$ cat config.mk
export PLATFORM = sky130hd
export DESIGN_NAME = glfm_queue
export DESIGN_NICKNAME = d
export VERILOG_FILES = /design/src/rtl/glfm_pkg.sv /design/src/rtl/glfm_queue.sv
export SDC_FILE = /design/constraint.sdc
export NUM_CORES = 1
export LEC_CHECK = 0
export BUFFER_PORTS_ARGS = -buffer_cell sky130_fd_sc_hd__clkbuf_2
export CORE_MARGIN = 2
export CORE_UTILIZATION = 35
export DETAILED_ROUTE_END_ITERATION = 12
export PLACE_DENSITY = 0.5
export SLEW_MARGIN = 10
export SYNTH_ARGS = -nofsm -noshare
export SYNTH_HDL_FRONTEND = slang
export SYNTH_SLANG_ARGS = --single-unit
$ cat constraint.sdc
create_clock -name clk -period 2 [get_ports clk]
set_clock_uncertainty 0.1 [all_clocks]
set_input_delay 0.4 -clock clk [delete_from_list [all_inputs] [get_ports clk]]
set_output_delay 0.4 -clock clk [all_outputs]
set_load 0.02 [all_outputs]
$ cat src/rtl/glfm_pkg.sv
package glfm_pkg;

	// Design limits.
	localparam int MAX_COLS    = 512;
	localparam int PIXEL_WIDTH = 16;
	localparam int ROW_LIMIT   = 4096;

	// Field and register widths.
	localparam int COL_W       = $clog2(MAX_COLS);
	localparam int COLS_CFG_W  = $clog2(MAX_COLS + 1);
	localparam int ROW_W       = 12;
	localparam int ROWS_CFG_W  = 13;
	localparam int CFG_INDEX_W = 2;
	localparam int CFG_DATA_W  = ROWS_CFG_W;

	// Register indexes and reset values.
	localparam logic [CFG_INDEX_W-1:0] REG_GRID_ROWS = CFG_INDEX_W'(0);
	localparam logic [CFG_INDEX_W-1:0] REG_GRID_COLS = CFG_INDEX_W'(1);
	localparam logic [ROWS_CFG_W-1:0]  ROWS_RESET    = ROWS_CFG_W'(512);
	localparam logic [COLS_CFG_W-1:0]  COLS_RESET    = COLS_CFG_W'(MAX_COLS);

	// Candidate peaks a single pixel can resolve, in delivery order.
	localparam int NUM_CAND  = 3;
	localparam int CAND_UP   = 0;
	localparam int CAND_LEFT = 1;
	localparam int CAND_SELF = 2;

	localparam int QUEUE_DEPTH = 4;
	localparam int QUEUE_AW    = $clog2(QUEUE_DEPTH);

	typedef logic signed [PIXEL_WIDTH-1:0] pixel_t;

	// One line buffer entry: the column's value in the previous row and the row before it.
	typedef struct packed {
		pixel_t newer;
		pixel_t older;
	} col_word_t;

	typedef enum logic [1:0] {
		FS_PRIME_ADDR0,
		FS_PRIME_ADDR1,
		FS_RUN
	} front_state_t;

	typedef struct packed {
		logic [ROW_W-1:0]    row;
		logic [COL_W-1:0]    col;
		logic [NUM_CAND-1:0] hit;
	} peak_job_t;

	typedef struct packed {
		logic      valid;
		peak_job_t job;
	} job_push_t;

	typedef struct packed {
		logic full;
		logic empty;
	} q_status_t;

endpackage

$ cat src/rtl/glfm_queue.sv
module glfm_queue (
	input  logic                  clk,
	input  logic                  arst_n,
	input  glfm_pkg::job_push_t   push,
	input  logic                  pop,
	output glfm_pkg::q_status_t   status,
	output glfm_pkg::peak_job_t   head
);
	import glfm_pkg::*;

	peak_job_t            slots_q [QUEUE_DEPTH];
	logic [QUEUE_AW-1:0]  wr_ptr_q;
	logic [QUEUE_AW-1:0]  rd_ptr_q;
	logic [QUEUE_AW:0]    count_q;

	function automatic logic [QUEUE_AW-1:0] ptr_next(input logic [QUEUE_AW-1:0] p);
		ptr_next = (p == QUEUE_AW'(QUEUE_DEPTH - 1)) ? '0 : p + QUEUE_AW'(1);
	endfunction

	assign status.full  = (count_q == (QUEUE_AW + 1)'(QUEUE_DEPTH));
	assign status.empty = (count_q == '0);
	assign head         = slots_q[rd_ptr_q];

	always_ff @(posedge clk) begin
		if (push.valid) begin
			slots_q[wr_ptr_q] <= push.job;
		end
	end

	always_ff @(posedge clk or negedge arst_n) begin
		if (!arst_n) begin
			wr_ptr_q <= '0;
			rd_ptr_q <= '0;
			count_q  <= '0;
		end else begin
			if (push.valid) begin
				wr_ptr_q <= ptr_next(wr_ptr_q);
			end
			if (pop) begin
				rd_ptr_q <= ptr_next(rd_ptr_q);
			end
			if (push.valid && !pop) begin
				count_q <= count_q + (QUEUE_AW + 1)'(1);
			end else if (pop && !push.valid) begin
				count_q <= count_q - (QUEUE_AW + 1)'(1);
			end
		end
	end

	a_no_overflow: assert property (@(posedge clk) disable iff (!arst_n)
		push.valid |-> !status.full)
		else $error("job pushed into a full queue");

	a_no_underflow: assert property (@(posedge clk) disable iff (!arst_n)
		pop |-> !status.empty)
		else $error("job popped from an empty queue");

	a_count_bound: assert property (@(posedge clk) disable iff (!arst_n)
		count_q <= (QUEUE_AW + 1)'(QUEUE_DEPTH))
		else $error("queue count beyond its depth");

endmodule

# [Word level (Yosys, flattened, before mapping)]
# Memory sizes are Yosys's and may differ from the RTL's.
# Cells that the tools add are included.
[word_totals] register_bits=7 output_inout_bits=26 input_bits=28 memories=1 ram_bits=96
[classes] add_sub_neg=4 muxes=6 eq_ne=3 n_reduce_logical=6
[memory_table] name="slots_q" words=4 word_bits=24 read_ports=1 rd_ports_with_merged_regs=0 wr=1 line_no="glfm_queue.sv:11" source="peak_job_t slots_q [QUEUE_DEPTH];"
[op_table] operator="3-bit 2-to-1 mux" count=2
[op_table] operator="2-bit by 1-bit adder with 2-bit output, second input constant" count=2
[op_table] operator="2-bit equality test, second input constant" count=2
[op_table] operator="2-bit 2-to-1 mux" count=2
[op_table] operator="3-bit by 1-bit adder with 3-bit output, second input constant" count=1
[op_table] operator="3-bit equality test, second input constant" count=1
[op_table] operator="3-bit zero test" count=1
[op_table] operator="3-bit by 1-bit subtractor with 3-bit output, second input constant" count=1
[op_table] operator="1-bit logical AND" count=2
[op_table] operator="1-bit zero test" count=2
[op_table] operator="1-bit 2-to-1 mux" count=2
[op_table] operator="2-bit nonzero test" count=1

# [Longest topological paths before layout]
# Gate-level depths: netlist (run 1).
[logic_depth] ltp_word=4 depth_mapped=7 depth_no_buf=7

# [Worst setup path before layout (run 1)]
# Ideal clock, no wire load.
[synth_path] kind="reg2reg" from="reg wr_ptr_q[0]" to="mem slots_q[2][0] (netlist name) (enable)" stages_incl_launch_ff=4 t_required_ns=1.517 arrival_ns=1.232 setup_ns=0.383 n_path_buf=0 period_less_slack_ns=1.715 slack_ns=0.285 cell_sequence="dfrtp_1 -> inv_1 -> ha_1 -> and2_1"
[synth_lines] element="start: declaration" line_no="glfm_queue.sv:12" source="logic [QUEUE_AW-1:0] wr_ptr_q;"
[synth_lines] element="start signal: assignment" line_no="glfm_queue.sv:37" source="wr_ptr_q <= ptr_next(wr_ptr_q);"
[synth_lines] element="end: declaration" line_no="glfm_queue.sv:11"
# Straight into the memory's write port.

==> impl_metrics.csv, run 1 <==
group,metric,value,unit
flow_run,drv_cap,0,
synth,synth_compound_area_share,0.255,%
synth,ys_ff_latch,103,
sta,setup_viol,24,
die,ios,54,
worst_setup_path,cp.required,1.50,ns
synth,ys_warn_count,0,
clock_network,cts_made_buffers,9,
layout,syn_to_final_growth,18.2,%
route,routedWlPerCell,17.4,microns
power_and_ir_drop,p_leak,1.65,nW
die,rows,38,
sta,slew_headroom,79.4,%
die,dieArea,12100,sq um
synth,synth-adder-area-share,2.42,%
layout,mostFrequentLayoutCell,"edfxtp_1",
sta,setup_slack,-0.180,ns
grt,grt_pass1_wl,10100,microns
route,antenna_left,0,
sta,fin_crit_sh,109,%
clock_network,clk_latency,0.35,ns
clock_network,cts_tree,"done",
grt,grt_max_degree,21,
sta,drv_slew,0,
synth,syn_avg_cell_area,24.1,sq um
layout,n_fill_cell,943,
placed_design,hpwl,4270,microns
worst_setup_path,cp_max_fo,18,
worst_setup_path,crit_arrival,1.68,ns
placed_design,io_buffer_count,53,
sta,hold_viol_final,0,
route,avgViaCountPerCell,4.69,
route,drt_iter0_markers,69,
layout,multiInputGateArea,778,sq um
grt,grt.overflow.total,0,
layout,layout_common_cells,"edfxtp_1, clkbuf_2, mux4_2, buf_2, clkbuf_8",
sta,fin_crit,2.18,ns
die,coreArea,10900,sq um
power_and_ir_drop,vdd_drop_max,0.602,mV
layout,fin_nets,269,
clock_network,cts_root_buffer,"clkbuf_8",
route,wl,6580,microns
synth,yosysSeqAreaShare,77.9,%
route,vias,1777,
grt,grt_pass1_vias,1863,
layout,fin_util,42.6,%
placed_design,dp_slack,0.173,ns
synth,yosys.area_share.simple,1.37,%
layout,layout-drive-gt1-share,43.1,%
route,first_pass_iters,4,
sta,rsz0062_at_grt,"true",
synth,syn_nets,198,
worst_setup_path,cp-start-kind,"flip-flop",
clock_network,clk_path_buf_depth,2,
layout,antennaDiodeCount,0,
worst_setup_path,r2r_slack,0.40,ns
clock_network,clk_pin_slew,0.10,ns
sta,fmax,459,MHz
synth,synthMuxAreaShare,15.2,%
grt,grt_antenna_before_repair,0,
run_status,violations,"negative setup slack",
grt,grt_use_total,11.7,%
route,drcViolationCount,0,
placed_design,place_congestion,0.707,
clock_network,h-tree-depth,3,
synth,synthCells,163,
power_and_ir_drop,powerDensity,1370,nW/um^2
die,dieHeight,110,microns
clock_network,cts.sinks,103,
worst_setup_path,crit_type,"reg2out",
synth,synth_top_family_by_area,"multiplexers",
layout,regArea,3060,sq um
synth,synth_area,3930,sq um
worst_setup_path,worstSetupEndpointType,"output port",
die,die_w,110,microns
synth,synthXorXnorAreaFrac,0.669,%
run_status,status,"finished, violations left",
synth,yosysUniqueCellTypes,20,
sta,tightest_slew,0.309,ns
die,start_util,36.0,%
min_path,hp-class,"in2reg",
-- cells in the mapped netlist --
cell type / n / area share [%]
and2_1: 4 / 0.64
buf_12: 2 / 1.0
buf_2: 3 / 0.38
buf_6: 1 / 0.29
dfrtp_1: 7 / 4.5
edfxtp_1: 96 / 73
fa_1: 1 / 0.51
ha_1: 6 / 1.9
inv_1: 5 / 0.48
mux2_2: 3 / 0.86
mux4_1: 6 / 4.0
mux4_2: 18 / 10
nand2_1: 1 / 0.096
nand3_1: 1 / 0.13
nor2_1: 2 / 0.19
nor3_1: 1 / 0.13
nor3b_1: 1 / 0.19
o21ai_0: 2 / 0.26
xnor2_1: 1 / 0.22
xor2_1: 2 / 0.45
-- metal layers --
layer	track usage, %	part of all wire [%]
met1	15.8	45
met3	3.73	5.6
met5	0	0
met2	18.2	49
met4	3.53	0.96
-- worst max-delay path, stage by stage (launching register included) --
cell	delay [ns]
dfrtp_2	0.40
buf_12	0.21
mux4_2	0.53
buf_2	0.18
-- worst paths after layout --
kind                             startpoint        endpoint  cells past startpoint
worst max-delay path            rd_ptr_q[0]         head[4]                      3
worst max register to register  wr_ptr_q[1]   slots_q[1][2]                      4
max in group asynchronous            arst_n     rd_ptr_q[0]                      2
worst min-delay path               push[10]  slots_q[1][10]                      1
min in group asynchronous            arst_n      count_q[2]                      2
worst min register to register   count_q[2]      count_q[2]                      1
-- stage by stage --
step	setup TNS (ns)	total power (W)	hold WS [ns]	std cells	area, sq um
after detailed placement	0	0.00523	0.156	362	4430
after floorplan	0	0.00450	0.00441	163	3930
final	-3.66	0.00638	0.155	379	4640
after global routing	-5.30	0.00674	0.131	379	4640
after global placement	0	0.00522	0.157	362	4430
after CTS	-4.71	0.00646	0.134	379	4630
-- power breakdown --
part | total, W | switching (W) | internal, W
Combinational | 0.00225 | 0.00123 | 0.00102
Sequential | 0.00291 | 0.000129 | 0.00278
Clock | 0.00122 | 0.000740 | 0.000481
Total | 0.00638 | 0.00210 | 0.00428
-- timing repair --
action | 4_1_cts | 5_1_grt
setup endpoints to repair | 24 | 24
setup buffers | 0 | 0
hold endpoints to repair | 7 | 0
hold buffers | 1 | 0
gates resized for setup | 0 | 22
-- kinds of logic (layout without fill, tap and decap cells) --
| logic type | Yosys count | after routing |
|---|---|---|
| xor+xnor | 3 | 3 |
| simple gates | 10 | 10 |
| flops | 103 | 103 |
| buf+inv | 11 | 87 |
| fa+ha+maj | 7 | 7 |
| compound gates | 2 | 2 |
| mux | 27 | 27 |
-- flip-flops by register name, summed over array words and instances (netlist names) --
register,count
wr_ptr_q,2
count_q,3
slots_q,96
rd_ptr_q,2
-- layout make-up --
cell class / instances / share of cell area [%]
sequential: 103 / 65.9
multi-input combinational: 49 / 16.8
timing repair buffer: 66 / 9.03
tap: 140 / 3.77
clock buffer: 9 / 2.67
clock inverter: 7 / 1.43
inverter: 5 / 0.404
No activity file was read; power rests on OpenSTA's default activity.
==> run 2: changes to the inputs <==
--- a/config.mk
+++ b/config.mk
@@ -5,6 +5,7 @@
 export SDC_FILE = /design/constraint.sdc
 export NUM_CORES = 1
 export LEC_CHECK = 0
+export ABC_AREA = 1
 export BUFFER_PORTS_ARGS = -buffer_cell sky130_fd_sc_hd__clkbuf_2
 export CORE_MARGIN = 2
 export CORE_UTILIZATION = 35
==> impl_metrics.csv, run 2 <==
group,metric,value,unit
run_status,status,"complete, no violations",
clock_network,h-tree-depth,3,
grt,grt_pass1_wl,12600,microns
synth,ys_warn_count,0,
min_path,hp-class,"in2reg",
grt,grt_antenna_before_repair,1,
synth,yosysUniqueCellTypes,21,
route,drcViolationCount,0,
layout,multiInputGateArea,952,sq um
synth,synth_enable_flop_cells,96,
grt,grt_pass1_vias,2385,
synth,syn_avg_cell_area,13.2,sq um
layout,mostFrequentLayoutCell,"edfxtp_1",
synth,synth_most_common_cell,"edfxtp_1",
power_and_ir_drop,p_leak,2.20,nW
die,coreArea,12100,sq um
power_and_ir_drop,vdd_drop_max,0.846,mV
synth,synthFlopType,"edfxtp_1",
min_path,hp-start,"push[23]",
clock_network,cts_root_buffer,"clkbuf_16",
die,die_w,116,microns
route,routedWlPerCell,14.3,microns
clock_network,cts_tree,"done",
layout,layout_common_cells,"edfxtp_1, nand2_1, inv_1, clkbuf_2, o211ai_1",
sta,tightest_slew,0.238,ns
layout,syn_to_final_growth,20.5,%
route,vias,2483,
route,first_pass_iters,4,
layout,largest_register_ffs,96,
placed_design,io_buffer_count,53,
worst_setup_path,cp.required,1.50,ns
route,antenna_left,0,
clock_network,clk_path_buf_depth,2,
sta,rsz0062_at_grt,"true",
sta,tns,0,ns
layout,regArea,3060,sq um
worst_setup_path,r2r_slack,0.59,ns
layout,largestRegisters,"slots_q: 96 flops, count_q: 3 flops",
worst_setup_path,crit_arrival,1.49,ns
sta,drv_slew,0,
sta,hold_viol_final,0,
layout,fin_area,5240,sq um
die,ios,54,
synth,yosysSeqAreaShare,70.3,%
layout,fin_nets,427,
synth,synth_top_area_share,66.2,%
sta,setup_viol,0,
flow_run,drv_cap,0,
synth,synthCells,331,
sta,fmax,502,MHz
die,start_util,36.1,%
layout,largest_register,"slots_q",
clock_network,clk_pin_slew,0.07,ns
route,avgViaCountPerCell,4.39,
sta,fin_crit,1.99,ns
worst_setup_path,timing.critical_path.from,"rd_ptr_q[0]",
synth,synth.area.top_cells,"edfxtp_1, nand2_1, o211ai_2",
placed_design,hpwl,4630,microns
die,rows,40,
placed_design,placedInstanceArea,4850,sq um
grt,grt_use_total,13.0,%
worst_setup_path,worstSetupEndpointType,"output port",
synth,ys_ff_latch,103,
power_and_ir_drop,powerDensity,1420,nW/um^2
clock_network,clk_latency,0.34,ns
route,drt_iter0_markers,131,
synth,synth_area,4350,sq um
synth,async_flop_share,6.80,%
synth,syn_nets,366,
clock_network,cts.sinks,103,
worst_setup_path,cp-start-kind,"flip-flop",
synth,synth_top_area_cell,"edfxtp_1",
layout,layout-drive-gt1-share,25.9,%
route,wl,8090,microns
worst_setup_path,crit_type,"reg2out",
die,dieHeight,116,microns
die,dieArea,13300,sq um
worst_setup_path,cp_max_fo,32,
grt,grt.overflow.total,0,
grt,grt_max_degree,34,
sta,slew_headroom,84.1,%
placed_design,place_congestion,0.667,
worst_setup_path,reg2reg_from,"wr_ptr_q[1]",
layout,n_fill_cell,1139,
synth,yosys-top-cells-count,"edfxtp_1, nand2_1, inv_1, o211ai_1, o211ai_2",
clock_network,cts_made_buffers,9,
sta,fin_crit_sh,99.5,%
==> run 2: changes by cell type after synthesis, moves of 2 or more <==
cell and change:
o21ai_1 +3, o211ai_2 +23, buf_2 +5, inv_1 +54, mux4_2 -18, mux4_1 -6, buf_6 +5, mux2_2 -3
nand2_1 +85, o211ai_1 +25, and2_1 -4, xor2_1 -2, buf_12 -2
==> run 2: layout make-up <==
class                      count  share of cell area [%]
inverter                      61                    4.61
sequential                   103                    58.3
clock buffer                   9                    4.29
clock inverter                 7                   0.954
timing repair buffer          65                    9.62
antenna                        1                  0.0477
tap                          168                    4.01
multi-input combinational    152                    18.2
==> run 2: final timing paths <==
kind                                        to  cells after the start
worst max-delay path                   head[8]                      5
worst min-delay path            slots_q[2][23]                      1
worst max register to register  slots_q[1][18]                      5
worst min register to register      count_q[2]                      2
max in group asynchronous          rd_ptr_q[1]                      2
min in group asynchronous          wr_ptr_q[1]                      2
==> run 2: stage by stage <==
step / hold WS, ns / instances / total power, W / utilization (%) / worst slack [ns]
detailed placement: 0.159 / 544 / 0.00573 / 40.2 / 0.272
CTS: 0.166 / 563 / 0.00746 / 43.0 / -0.0109
finish: 0.177 / 566 / 0.00744 / 43.5 / 0.00964
global route: 0.172 / 565 / 0.00794 / 43.5 / -0.113
global placement: 0.154 / 544 / 0.00569 / 40.2 / 0.301
floorplan: 0.00441 / 331 / 0.00490 / - / 0.388
==> run 2: routing by layer <==
| metal | wire length, microns | part of all wire, % | GRT usage, % | vias up |
|---|---|---|---|---|
| li1 | - | - | - | 1263 |
| met1 | 3800 | 47 | 17.2 | 1158 |
| met2 | 3780 | 47 | 20.2 | 51 |
| met3 | 405 | 5.0 | 4.39 | 11 |
| met4 | 114 | 1.4 | 4.58 | 0 |
| met5 | 0 | 0 | 0 | - |
==> run 2: repair_timing <==
item                       4_1_cts  5_1_grt
pin swaps                        0        4
resized for setup                5       32
gates cloned                     1        1
setup endpoints to repair       24       24
hold endpoints to repair         7        0
hold buffers                     1        0
setup buffers                    1        1
==> run 2: power by group <==
group	internal [W]	total, W	switching (W)	leakage, nW
clock network	0.000843	0.00159	0.000749	0.131
logic	0.00107	0.00287	0.00181	1.10
registers	0.00281	0.00298	0.000164	0.966
==> run 2: kinds of logic (layout without fill, tap and decap cells) <==
group	count (synthesis)	after routing	synth area share, %
XOR/XNOR	1	1	0.201
adder cells (fa/ha/maj)	7	7	2.18
AO/OA/AOI/OAI	53	53	11.5
buffers and inverters	76	142	7.88
AND/OR/NAND/NOR	91	91	7.99
flip-flops	103	103	70.3
other	0	1	0
==> run 2: worst max-delay path: stages, from the launching register on <==
cell and delay [ns]:
dfrtp_1 0.40, clkinv_4 0.13, buf_16 0.20, o211ai_1 0.19, nand2_1 0.08, buf_2 0.16
