## src/rtl/glfm_pkg.sv

```systemverilog
package glfm_pkg;

	// Design limits.
	localparam int MAX_COLS    = 512;
	localparam int PIXEL_WIDTH = 16;
	localparam int ROW_LIMIT   = 4096;

	// Field and register widths.
	localparam int COL_W       = $clog2(MAX_COLS);
	localparam int COLS_CFG_W  = $clog2(MAX_COLS + 1);
	localparam int ROW_W       = 12;
	localparam int ROWS_CFG_W  = 13;
	localparam int CFG_INDEX_W = 2;
	localparam int CFG_DATA_W  = ROWS_CFG_W;

	// Register indexes and reset values.
	localparam logic [CFG_INDEX_W-1:0] REG_GRID_ROWS = CFG_INDEX_W'(0);
	localparam logic [CFG_INDEX_W-1:0] REG_GRID_COLS = CFG_INDEX_W'(1);
	localparam logic [ROWS_CFG_W-1:0]  ROWS_RESET    = ROWS_CFG_W'(512);
	localparam logic [COLS_CFG_W-1:0]  COLS_RESET    = COLS_CFG_W'(MAX_COLS);

	// Candidate peaks a single pixel can resolve, in delivery order.
	localparam int NUM_CAND  = 3;
	localparam int CAND_UP   = 0;
	localparam int CAND_LEFT = 1;
	localparam int CAND_SELF = 2;

	localparam int QUEUE_DEPTH = 4;
	localparam int QUEUE_AW    = $clog2(QUEUE_DEPTH);

	typedef logic signed [PIXEL_WIDTH-1:0] pixel_t;

	// One line buffer entry: the column's value in the previous row and the row before it.
	typedef struct packed {
		pixel_t newer;
		pixel_t older;
	} col_word_t;

	typedef enum logic [1:0] {
		FS_PRIME_ADDR0,
		FS_PRIME_ADDR1,
		FS_RUN
	} front_state_t;

	typedef struct packed {
		logic [ROW_W-1:0]    row;
		logic [COL_W-1:0]    col;
		logic [NUM_CAND-1:0] hit;
	} peak_job_t;

	typedef struct packed {
		logic      valid;
		peak_job_t job;
	} job_push_t;

	typedef struct packed {
		logic full;
		logic empty;
	} q_status_t;

endpackage

```

## src/rtl/glfm_if.sv

```systemverilog


interface glfm_peak_if;
	import glfm_pkg::*;

	logic             valid;
	logic             ready;
	logic [ROW_W-1:0] peak_row;
	logic [COL_W-1:0] peak_col;
	logic             last_of_run;

	modport source (output valid, output peak_row, output peak_col, output last_of_run,
		input ready);
	modport sink (input valid, input peak_row, input peak_col, input last_of_run,
		output ready);
endinterface


```

## src/rtl/glfm_back.sv

```systemverilog
module glfm_back (
	input  logic                  clk,
	input  logic                  arst_n,
	input  glfm_pkg::q_status_t   q_status,
	input  glfm_pkg::peak_job_t   head,
	output logic                  pop,
	glfm_peak_if.source           peaks
);
	import glfm_pkg::*;

	logic [NUM_CAND-1:0] done_q;
	logic [NUM_CAND-1:0] rem;
	logic [NUM_CAND-1:0] pick;
	logic                last;
	logic                load;
	logic [ROW_W-1:0]    pick_row;
	logic [COL_W-1:0]    pick_col;

	logic             out_valid_q;
	logic [ROW_W-1:0] out_row_q;
	logic [COL_W-1:0] out_col_q;
	logic             out_last_q;

	// Candidates still to be delivered for the job at the head; lowest first.
	assign rem  = head.hit & ~done_q;
	assign pick = rem & ~(rem - NUM_CAND'(1));
	assign last = ((rem & ~pick) == '0);

	always_comb begin
		pick_row = head.row;
		pick_col = head.col;
		if (pick[CAND_UP]) begin
			pick_row = head.row - ROW_W'(1);
		end else if (pick[CAND_LEFT]) begin
			pick_col = head.col - COL_W'(1);
		end
	end

	assign load = !q_status.empty && (!out_valid_q || peaks.ready);
	assign pop  = load && last;

	always_ff @(posedge clk or negedge arst_n) begin
		if (!arst_n) begin
			done_q      <= '0;
			out_valid_q <= 1'b0;
		end else begin
			if (load) begin
				done_q <= last ? '0 : (done_q | pick);
			end
			if (load) begin
				out_valid_q <= 1'b1;
			end else if (peaks.ready) begin
				out_valid_q <= 1'b0;
			end
		end
	end

	always_ff @(posedge clk) begin
		if (load) begin
			out_row_q  <= pick_row;
			out_col_q  <= pick_col;
			out_last_q <= last;
		end
	end

	assign peaks.valid       = out_valid_q;
	assign peaks.peak_row    = out_row_q;
	assign peaks.peak_col    = out_col_q;
	assign peaks.last_of_run = out_last_q;

	a_head_has_work: assert property (@(posedge clk) disable iff (!arst_n)
		!q_status.empty |-> (rem != '0))
		else $error("queued job has no peak left to deliver");

endmodule

```

## src/flat_wrapper.sv

```systemverilog
// flat-port wrapper written by rule: the top's interface ports become plain ports
module glfm_back_flat import glfm_pkg::*;
  (clk, arst_n, q_status, head, pop, peaks_valid, peaks_peak_row, peaks_peak_col, peaks_last_of_run, peaks_ready);
  glfm_peak_if peaks_i ();
  input  logic clk;
  input  logic arst_n;
  input  glfm_pkg::q_status_t q_status;
  input  glfm_pkg::peak_job_t head;
  output logic pop;
  output wire logic [$bits(peaks_i.valid)-1:0] peaks_valid;
  output wire logic [$bits(peaks_i.peak_row)-1:0] peaks_peak_row;
  output wire logic [$bits(peaks_i.peak_col)-1:0] peaks_peak_col;
  output wire logic [$bits(peaks_i.last_of_run)-1:0] peaks_last_of_run;
  input wire logic [$bits(peaks_i.ready)-1:0] peaks_ready;
  assign peaks_valid = peaks_i.valid;
  assign peaks_peak_row = peaks_i.peak_row;
  assign peaks_peak_col = peaks_i.peak_col;
  assign peaks_last_of_run = peaks_i.last_of_run;
  assign peaks_i.ready = peaks_ready;
  glfm_back u_core (.clk(clk), .arst_n(arst_n), .q_status(q_status), .head(head), .pop(pop), .peaks(peaks_i));
endmodule
```

## config.mk

```make
export PLATFORM = sky130hd
export DESIGN_NAME = glfm_back_flat
export DESIGN_NICKNAME = d
export VERILOG_FILES = /design/src/rtl/glfm_pkg.sv /design/src/rtl/glfm_if.sv /design/src/rtl/glfm_back.sv /design/src/flat_wrapper.sv
export SDC_FILE = /design/constraint.sdc
export NUM_CORES = 1
export LEC_CHECK = 0
export ABC_AREA = 0
export BUFFER_PORTS_ARGS = -buffer_cell sky130_fd_sc_hd__buf_2
export CAP_MARGIN = 10
export CELL_PAD_IN_SITES_DETAIL_PLACEMENT = 0
export CELL_PAD_IN_SITES_GLOBAL_PLACEMENT = 1
export CORE_MARGIN = 1.5
export CORE_UTILIZATION = 33
export CTS_BUF_LIST = sky130_fd_sc_hd__clkbuf_16
export DETAILED_ROUTE_END_ITERATION = 12
export GPL_ROUTABILITY_DRIVEN = 0
export PLACE_DENSITY = 0.8
export SLEW_MARGIN = 20
export SYNTH_ARGS = -nofsm -noshare
export SYNTH_HDL_FRONTEND = slang
export SYNTH_SLANG_ARGS = --single-unit
```

## constraint.sdc

```tcl
create_clock -name clk -period 1.9 [get_ports clk]
set_clock_uncertainty 0.1 [all_clocks]
set_input_delay 0.38 -clock clk [delete_from_list [all_inputs] [get_ports clk]]
set_output_delay 0.38 -clock clk [all_outputs]
set_load 0.02 [all_outputs]
```

**Yosys cells after proc, flatten, opt, wreduce, memory -nomap -nowiden**

Cells that the tools add are included.

- Bitwise logic cells: 7
- Reductions and logical operators: 7
- Mux-type cells: 6
- Add/subtract/negate cells: 3

Operators with widths:

| cell | number |
|---|---|
| $mux W9 | 2 |
| $mux W12 | 1 |
| $sub A12 B1 Y12 const B | 1 |
| $and A3 B3 Y3 | 3 |
| $not A3 Y3 | 3 |
| $sub A9 B1 Y9 const B | 1 |
| $logic_not A3 Y1 | 1 |
| $mux W3 | 1 |
| $or A3 B3 Y3 | 1 |
| $sub A3 B1 Y3 const B | 1 |
| $logic_and A1 B1 Y1 | 2 |
| $logic_not A1 Y1 | 2 |
| $mux W1 | 2 |
| $reduce_bool A2 Y1 | 1 |
| $logic_or A1 B1 Y1 | 1 |

- Output and inout port bits: 24
- Register bits after elaboration: 26

**Longest topological paths before layout**

Gate-level depths: netlist of run 1.

- Depth after elaboration: 9
- Depth in mapped cells: 5

**Worst setup path before layout of run 1**

Ideal clock, no wire load.

- Path kind: in2out
- From: in head[0] (netlist bit)
- To: out pop
- Required time: 1420 ps
- Stages: 4
- Data arrival time: 1195 ps
- Buffers on the path: 1
- Path slack: 225 ps
- Cell sequence: nand2b_1 buf_4 a21oi_1 nor3_1

- Longest elaborated chain between the ends: 8

Ends and longest elaborated chain:

| what | line | RTL |
|---|---|---|
| from (decl) | flat_wrapper.sv:8 | `input glfm_pkg::peak_job_t head;` |
| $and A3 B3 Y3 * | glfm_back.sv:25 | `assign rem = head.hit & ~done_q;` |
| $sub A3 B1 Y3 | glfm_back.sv:26 | `assign pick = rem & ~(rem - NUM_CAND'(1));` |
| $not A3 Y3 | glfm_back.sv:26 |  |
| $and A3 B3 Y3 | glfm_back.sv:26 |  |
| $not A3 Y3 | glfm_back.sv:27 | `assign last = ((rem & ~pick) == '0);` |
| $and A3 B3 Y3 * | glfm_back.sv:27 |  |
| $logic_not A3 Y1 * | glfm_back.sv:27 |  |
| $logic_and A1 B1 Y1 * | glfm_back.sv:40 | `assign pop = load && last;` |
| to (decl) | flat_wrapper.sv:9 | `output logic pop;` |

Mark *: on every way between the ends. The rest lies on a longest branch, timed or not.

**Final worst setup path of run 1**

- From: reg u_core.done_q[0]
- To: out pop

- Longest elaborated chain between the ends: 9

Ends and longest elaborated chain:

| what | line | RTL |
|---|---|---|
| from (decl) | glfm_back.sv:11 | `logic [NUM_CAND-1:0] done_q;` |
| from (signal assigned) | glfm_back.sv:48 | `done_q <= last ? '0 : (done_q \| pick);` |
| $not A3 Y3 * | glfm_back.sv:25 |  |
| $and A3 B3 Y3 * | glfm_back.sv:25 |  |
| $sub A3 B1 Y3 | glfm_back.sv:26 |  |
| $not A3 Y3 | glfm_back.sv:26 |  |
| $and A3 B3 Y3 | glfm_back.sv:26 |  |
| $not A3 Y3 | glfm_back.sv:27 |  |
| $and A3 B3 Y3 * | glfm_back.sv:27 |  |
| $logic_not A3 Y1 * | glfm_back.sv:27 |  |
| $logic_and A1 B1 Y1 * | glfm_back.sv:40 |  |

Marks and branches as above.

==> flow_metrics.py, run 1 <==
metrics = {
    "outcome": {
        "outcome": "finished, final reports clean",
    },
    "synth": {
        "yosysTopAreaCell": "edfxtp_1",
        "syn_nets": 136,
        "synthMuxAreaShare_pct": 0,
        "yosysSeqAreaShare_pct": 58.2,
        "synth_top_family_by_area": "simple AND/OR/NAND/NOR gates",
        "netlist.area_leader.share_pct": 50.6,
        "netlist_top_cells_area": "edfxtp_1 51%, dfrtp_1 7.7%, xnor2_1 7.4%",
        "synth_area_mm2": 0.00131,
        "synth-xor-area-share_pct": 12.1,
        "synth_fa_ha_area_share_pct": 1.92,
        "synthCells": 105,
        "synth_compound_area_share_pct": 4.41,
        "ys_types": 29,
        "ys.warnings.count": 0,
        "synth_area_per_cell_um2": 12.4,
        "synthSimpleGateAreaFrac_pct": 21.4,
        "ys_seq_elements": 26,
    },
    "routing": {
        "ant_nets": 0,
        "totalWireLength_um": 2370,
        "via_per_inst": 4.43,
        "drc": 0,
        "first_iter_violations": 55,
        "wl_per_cell_um": 11.0,
        "vias": 952,
        "first_pass_iters": 4,
    },
    "clocking": {
        "clkTransAtPathRegs_ns": 0.06,
        "cts_tree": "done",
        "cts_sinks": 26,
        "cts-htree-levels": 1,
        "insertion_delay_ns": 0.25,
        "cts_buffers": 3,
        "cts_root_buffer": "clkbuf_16",
        "clk_path_buf_depth": 2,
    },
    "power": {
        "leakage_nw": 0.766,
        "p_per_area_mw_per_mm2": 790,
        "seqPwrFrac_pct": 48.9,
        "internal_power_mw": 1.06,
        "p_total_mw": 1.40,
        "ir_drop_mv": 0.354,
        "p_switching_mw": 0.340,
        "swShare_pct": 24.3,
        "p_clk_share_pct": 32.4,
        "p_comb_share_pct": 18.7,
    },
    "layout": {
        "nets": 199,
        "areaGrowthSynthToFinish_pct": 35.2,
        "layout_common_cells": "51 x buf_2, 22 x edfxtp_1, 12 x nand2_1",
        "final_common_cell": "buf_2",
        "num_antenna_cells": 0,
        "fill_cells": 378,
        "drive_gt1_share_pct": 43.1,
    },
    "worst_setup_path": {
        "r2r-start": "u_core.done_q[0]$_DFFE_PN0P_",
        "r2r_cells": 4,
        "worstSetupPathType": "reg2out",
        "endpoint_kind": "output port",
        "reg2reg_setup_slack_ns": 0.21,
        "crit_fanout": 6,
        "reg2reg_to": "u_core.peaks.peak_row[7]$_DFFE_PP_",
        "worstPathArrival_ns": 1.34,
        "required_ns": 1.42,
        "cp-start-kind": "flip-flop",
    },
    "sta": {
        "finalSetupTns_ns": 0,
        "hold_ws_ns": 0.187,
        "hold_viol_final": 0,
        "slew_violations": 0,
        "clock.fmax_mhz": 548,
        "slew_headroom_pct": 79.0,
        "tightestPinTransition_ns": 0.310,
        "period_share_pct": 96.0,
        "worst_slack_ns": 0.0768,
        "rsz0062_at_grt": "no",
        "min_period_ns": 1.82,
        "setup_violations": 0,
    },
    "global_route": {
        "grt_max_degree": 15,
        "grt_usage_pct": 11.7,
        "overflow": 0,
        "grt_pass1_wl_um": 3920,
        "antenna_found_initial": 0,
        "grt_pass1_vias": 977,
    },
    "die": {
        "chipWidth_um": 65.9,
        "fp.dieH_um": 65.9,
        "ios": 53,
        "dieArea_mm2": 0.00434,
        "rows": 22,
        "start_util_pct": 34.9,
        "design.core.area_mm2": 0.00374,
    },
    "place": {
        "portBuffers": 51,
        "hpwl_um": 1990,
        "post-place-ws_ns": 0.123,
    },
    "hold_path": {
        "hold_path_class": "in2reg",
        "hold_end": "u_core.peaks.valid$_DFFE_PN0P_",
        "hold_depth": 2,
        "hold_start": "q_status[0]",
    },
    "flow_run": {
        "maxCapViolCount": 0,
    },
}
## worst max-delay path by stage
stage | start | endpoint | slack [ns]
floorplan | head[0] | pop | 0.23
global placement | head[1] | u_core.peaks.peak_col[4]$_DFFE_PP_ | 0.13
detailed placement | head[1] | u_core.peaks.peak_col[4]$_DFFE_PP_ | 0.12
CTS | u_core.done_q[0]$_DFFE_PN0P_ | pop | 0.05
global route | u_core.done_q[0]$_DFFE_PN0P_ | pop | 0.008
finish | u_core.done_q[0]$_DFFE_PN0P_ | pop | 0.08
## layer usage
| layer | part of all wire (%) | track usage [%] | vias to the layer above |
|---|---|---|---|
| li1 | - | - | 495 |
| met1 | 42 | 13.2 | 425 |
| met2 | 50 | 21.5 | 30 |
| met3 | 7.6 | 2.56 | 2 |
| met4 | 0.59 | 3.91 | 0 |
| met5 | 0 | 0 | - |
## synth_stat cells
cell type  number
a211o_1         1
a21oi_1         1
and2b_2         2
buf_4           1
dfrtp_1         4
edfxtp_1       22
ha_1            2
inv_1           5
nand2_1        12
nand2b_1        5
nand3_1         1
nand3_4         1
nand4_2         1
nor2_1         10
nor2b_1         1
nor3_1          3
nor3b_1         1
nor4_1          2
nor4_4          1
nor4b_4         1
o21a_1          1
o21ai_0         4
o31ai_1         1
o41ai_1         1
or3_2           1
or4_1           1
or4_4           1
xnor2_1        11
xor2_1          7
## what timing repair did
action                                  CTS  global route
endpoints found under the setup margin    0             1
gates resized for setup                   0             3
hold buffers                              1             0
buffers inserted                          0             0
hold endpoints to repair                  4             0
## layout make-up
type                       count  area (um2)  area share, %
sequential                    26         761           43.1
multi-input combinational     73         531           30.0
timing repair buffer          59         318           18.0
clock buffer                   3        75.1           4.25
tap                           48        60.1           3.40
inverter                       5        18.8           1.06
clock inverter                 1        3.75          0.212
## sequential cells by signal, indices dropped and copies added, names as in the netlist
signal and cells:
u_core.done_q 3, u_core.peaks.peak_col 9, u_core.peaks.valid 1, u_core.peaks.last_of_run 1, u_core.peaks.peak_row 12
## power by group through the flow
stage	registers [mW]	logic (mW)	clock network (mW)
4_1_cts	0.683	0.259	0.466
3_5_place_dp	0.695	0.258	0
3_3_place_gp	0.693	0.252	0
6_report	0.682	0.261	0.452
5_1_grt	0.686	0.289	0.483
2_1_floorplan	0.738	0.107	0
## through the flow
stage | instance area, um2 | cells | util [%]
finish | 1770 | 215 | 47.2
global route | 1770 | 215 | 47.2
CTS | 1760 | 215 | 46.9
detailed placement | 1670 | 210 | 44.5
global placement | 1670 | 210 | 44.5
floorplan | 1310 | 105 | -
## critical path: stages, from the launching register on
cell,delay (ns)
dfrtp_1,0.38
nand2b_1,0.16
buf_4,0.17
a21oi_2,0.16
nor3_2,0.06
buf_2,0.16
## kinds of logic after synthesis
kind of cell | count (synthesis)
AO/OA/AOI/OAI | 9
XOR/XNOR | 18
adder cells (fa/ha/maj) | 2
buffers and inverters | 6
flip-flops | 26
AND/OR/NAND/NOR | 44
No activity file was read; power rests on OpenSTA's default activity.
==> run 2: changes to the inputs <==
--- a/config.mk
+++ b/config.mk
@@ -5,7 +5,7 @@
 export SDC_FILE = /design/constraint.sdc
 export NUM_CORES = 1
 export LEC_CHECK = 0
-export ABC_AREA = 0
+export ABC_AREA = 1
 export BUFFER_PORTS_ARGS = -buffer_cell sky130_fd_sc_hd__buf_2
 export CAP_MARGIN = 10
 export CELL_PAD_IN_SITES_DETAIL_PLACEMENT = 0
@@ -15,7 +15,7 @@
 export CTS_BUF_LIST = sky130_fd_sc_hd__clkbuf_16
 export DETAILED_ROUTE_END_ITERATION = 12
 export GPL_ROUTABILITY_DRIVEN = 0
-export PLACE_DENSITY = 0.8
+export PLACE_DENSITY = 0.83
 export SLEW_MARGIN = 20
 export SYNTH_ARGS = -nofsm -noshare
 export SYNTH_HDL_FRONTEND = slang
==> run 2 against run 1 <==
Utilization fell by 1.4 points. Register-to-register slack improved by 0.25 ns. Die area up 6.9%. Critical path depth grew 2. Routed wire length is 20% higher. Setup slack improved by 0.019 ns. First-iteration DRC count fell by 5.5%. Non-clock buffer count is 4 lower. Maximum frequency rose by 1.1%. Sequential share of layout area fell by 1.8 points. Final area grew 4.3%. Final cell count up 23%.
==> flow_metrics.py, run 2 <==
metrics = {
    "outcome": {
        "outcome": "finished, final reports clean",
    },
    "synth": {
        "netlist_top_cells_area": "edfxtp_1 47%, nand2_1 11%, dfrtp_1 7.1%",
        "async_reset_ff_share_pct": 15.4,
        "synthSimpleGateAreaFrac_pct": 29.5,
        "synth_edf_count": 22,
        "yosysSeqAreaShare_pct": 54.3,
        "syn_nets": 188,
        "synth-xor-area-share_pct": 5.00,
        "synth_area_mm2": 0.00140,
        "synth_top_family_by_area": "simple AND/OR/NAND/NOR gates",
        "netlist.area_leader.share_pct": 47.1,
        "ys_seq_elements": 26,
        "yosysMostFrequentCell": "nand2_1",
        "synth_fa_ha_area_share_pct": 1.79,
        "ys_types": 20,
        "synth_area_per_cell_um2": 8.93,
        "ys.warnings.count": 0,
        "yosys-top-cells-count": "42 x nand2_1, 25 x inv_1, 22 x edfxtp_1",
        "synthCells": 157,
        "synthMuxAreaShare_pct": 0,
        "synth_flop_cell": "edfxtp_1",
        "yosysTopAreaCell": "edfxtp_1",
        "synth_compound_area_share_pct": 2.50,
    },
    "die": {
        "start_util_pct": 34.8,
        "fp.dieH_um": 68.2,
        "dieArea_mm2": 0.00465,
        "rows": 23,
        "chipWidth_um": 68.2,
        "design.core.area_mm2": 0.00403,
        "ios": 53,
    },
    "layout": {
        "largest_reg_flops": 12,
        "num_antenna_cells": 0,
        "nets": 248,
        "drive_gt1_share_pct": 34.0,
        "areaGrowthSynthToFinish_pct": 31.5,
        "final_common_cell": "buf_2",
        "seqCellArea_um2": 761,
        "fill_cells": 419,
        "multi_input_area_um2": 557,
        "finalInstanceArea_mm2": 0.00184,
        "layout_common_cells": "50 x buf_2, 42 x nand2_1, 24 x inv_1",
    },
    "worst_setup_path": {
        "slowest_stage": "dfrtp_1",
        "cp_slowest_stage_delay_ns": 0.39,
        "r2r_cells": 6,
        "reg2reg_setup_slack_ns": 0.46,
        "required_ns": 1.42,
        "r2r-start": "u_core.done_q[1]$_DFFE_PN0P_",
        "endpoint_kind": "output port",
        "cp-start-kind": "flip-flop",
        "cp.buffers_inverters": 3,
        "reg2reg_to": "u_core.peaks.peak_col[8]$_DFFE_PP_",
        "path_common_cell": "nor2_2",
        "crit_fanout": 8,
        "worstSetupPathType": "reg2out",
        "crit_family": "flip-flops",
        "path_cells": "inv_2, nand2_4, nor2_2, nor2_2, inv_1, nor2_4, buf_4",
        "worstPathArrival_ns": 1.32,
    },
    "clocking": {
        "cts_buffers": 3,
        "cts_tree": "done",
        "cts-htree-levels": 1,
        "clkTransAtPathRegs_ns": 0.06,
        "clk_path_buf_depth": 2,
        "insertion_delay_ns": 0.26,
        "cts_root_buffer": "clkbuf_16",
        "cts_sinks": 26,
    },
    "sta": {
        "slew_headroom_pct": 82.0,
        "finalSetupTns_ns": 0,
        "rsz0062_at_grt": "no",
        "min_period_ns": 1.80,
        "tightestPinTransition_ns": 0.269,
        "slew_violations": 0,
        "clock.fmax_mhz": 554,
        "setup_violations": 0,
        "period_share_pct": 94.9,
        "hold_viol_final": 0,
    },
    "place": {
        "hpwl_um": 2200,
        "dpl_cell_area_mm2": 0.00173,
        "portBuffers": 51,
    },
    "global_route": {
        "grt_pass1_wl_um": 4340,
        "grt_usage_pct": 12.4,
        "antenna_found_initial": 0,
        "grt_max_degree": 14,
        "overflow": 0,
        "grt_pass1_vias": 1036,
    },
    "hold_path": {
        "hold_path_class": "in2reg",
        "hold_end": "u_core.peaks.valid$_DFFE_PN0P_",
        "hold_depth": 2,
        "hold_start": "q_status[0]",
    },
    "routing": {
        "vias": 1162,
        "ant_nets": 0,
        "first_pass_iters": 4,
        "wl_per_cell_um": 10.7,
        "first_iter_violations": 52,
        "drc": 0,
        "via_per_inst": 4.38,
        "totalWireLength_um": 2840,
    },
    "flow_run": {
        "maxCapViolCount": 0,
    },
    "power": {
        "ir_drop_mv": 0.314,
        "leakage_nw": 0.885,
        "p_per_area_mw_per_mm2": 783,
    },
}
[run 2: changes by cell type after synthesis, moves of 2 or more]
cell,delta
and2b_2,-2
inv_1,+20
nand2_1,+30
nand2b_1,-5
nand3_1,+8
nand3b_1,+3
nand4_1,+3
nor2_1,+9
nor2_2,+5
nor2_4,+3
nor3_1,-2
nor4_1,-2
xnor2_1,-9
[run 2: what timing repair did]
item	in CTS	in global routing
endpoints found under the setup margin	0	1
hold buffers	1	0
gates resized for setup	0	6
setup buffers	0	1
endpoints found under the hold margin	4	0
[run 2: per-layer routing]
layer / global-route usage (%) / up-vias / share of wire, %
met4: 3.75 / 0 / 0
li1: - / 616 / -
met2: 20.6 / 27 / 49
met1: 16.9 / 519 / 47
met5: 0 / - / 0
met3: 1.48 / 0 / 3.8
[run 2: kinds of logic (layout without fill, tap and decap cells)]
group | Yosys count | in the layout
AND/OR/NAND/NOR | 88 | 88
flip-flops | 26 | 26
XOR/XNOR | 8 | 8
adder cells (fa/ha/maj) | 2 | 2
AO/OA/AOI/OAI | 7 | 7
buffers and inverters | 26 | 84
[run 2: layout make-up]
class	instances	area share [%]
sequential	26	41.3
multi-input combinational	105	30.2
timing repair buffer	55	15.8
inverter	26	5.30
clock buffer	3	4.07
tap	50	3.39
[run 2: stage by stage]
| step | utilization [%] | hold slack, ns | setup WS [ns] | std cells | total power [mW] |
|---|---|---|---|---|---|
| floorplan | - | -0.0156 | 0.346 | 157 | 0.873 |
| global placement | 43.0 | 0.0904 | 0.241 | 260 | 0.971 |
| detailed placement | 43.0 | 0.0930 | 0.217 | 260 | 0.976 |
| CTS | 45.2 | 0.194 | 0.0209 | 264 | 1.44 |
| global route | 45.7 | 0.216 | 0.0109 | 265 | 1.51 |
| finish | 45.7 | 0.196 | 0.0960 | 265 | 1.44 |
[run 2: worst max-delay path by stage]
stage,start,to,cells past startpoint
final,u_core.done_q[0]$_DFFE_PN0P_,pop,7
after global routing,u_core.done_q[0]$_DFFE_PN0P_,pop,7
after CTS,u_core.done_q[0]$_DFFE_PN0P_,pop,7
after detailed placement,head[0],pop,7
after global placement,head[0],pop,7
after floorplan,u_core.peaks.valid$_DFFE_PN0P_,u_core.peaks.last_of_run$_DFFE_PP_,3
[run 2: where the power goes]
group | leakage, nW | switching [mW] | internal (mW)
Clock | 0.0370 | 0.186 | 0.279
Combinational | 0.588 | 0.187 | 0.101
Sequential | 0.259 | 0.0153 | 0.674
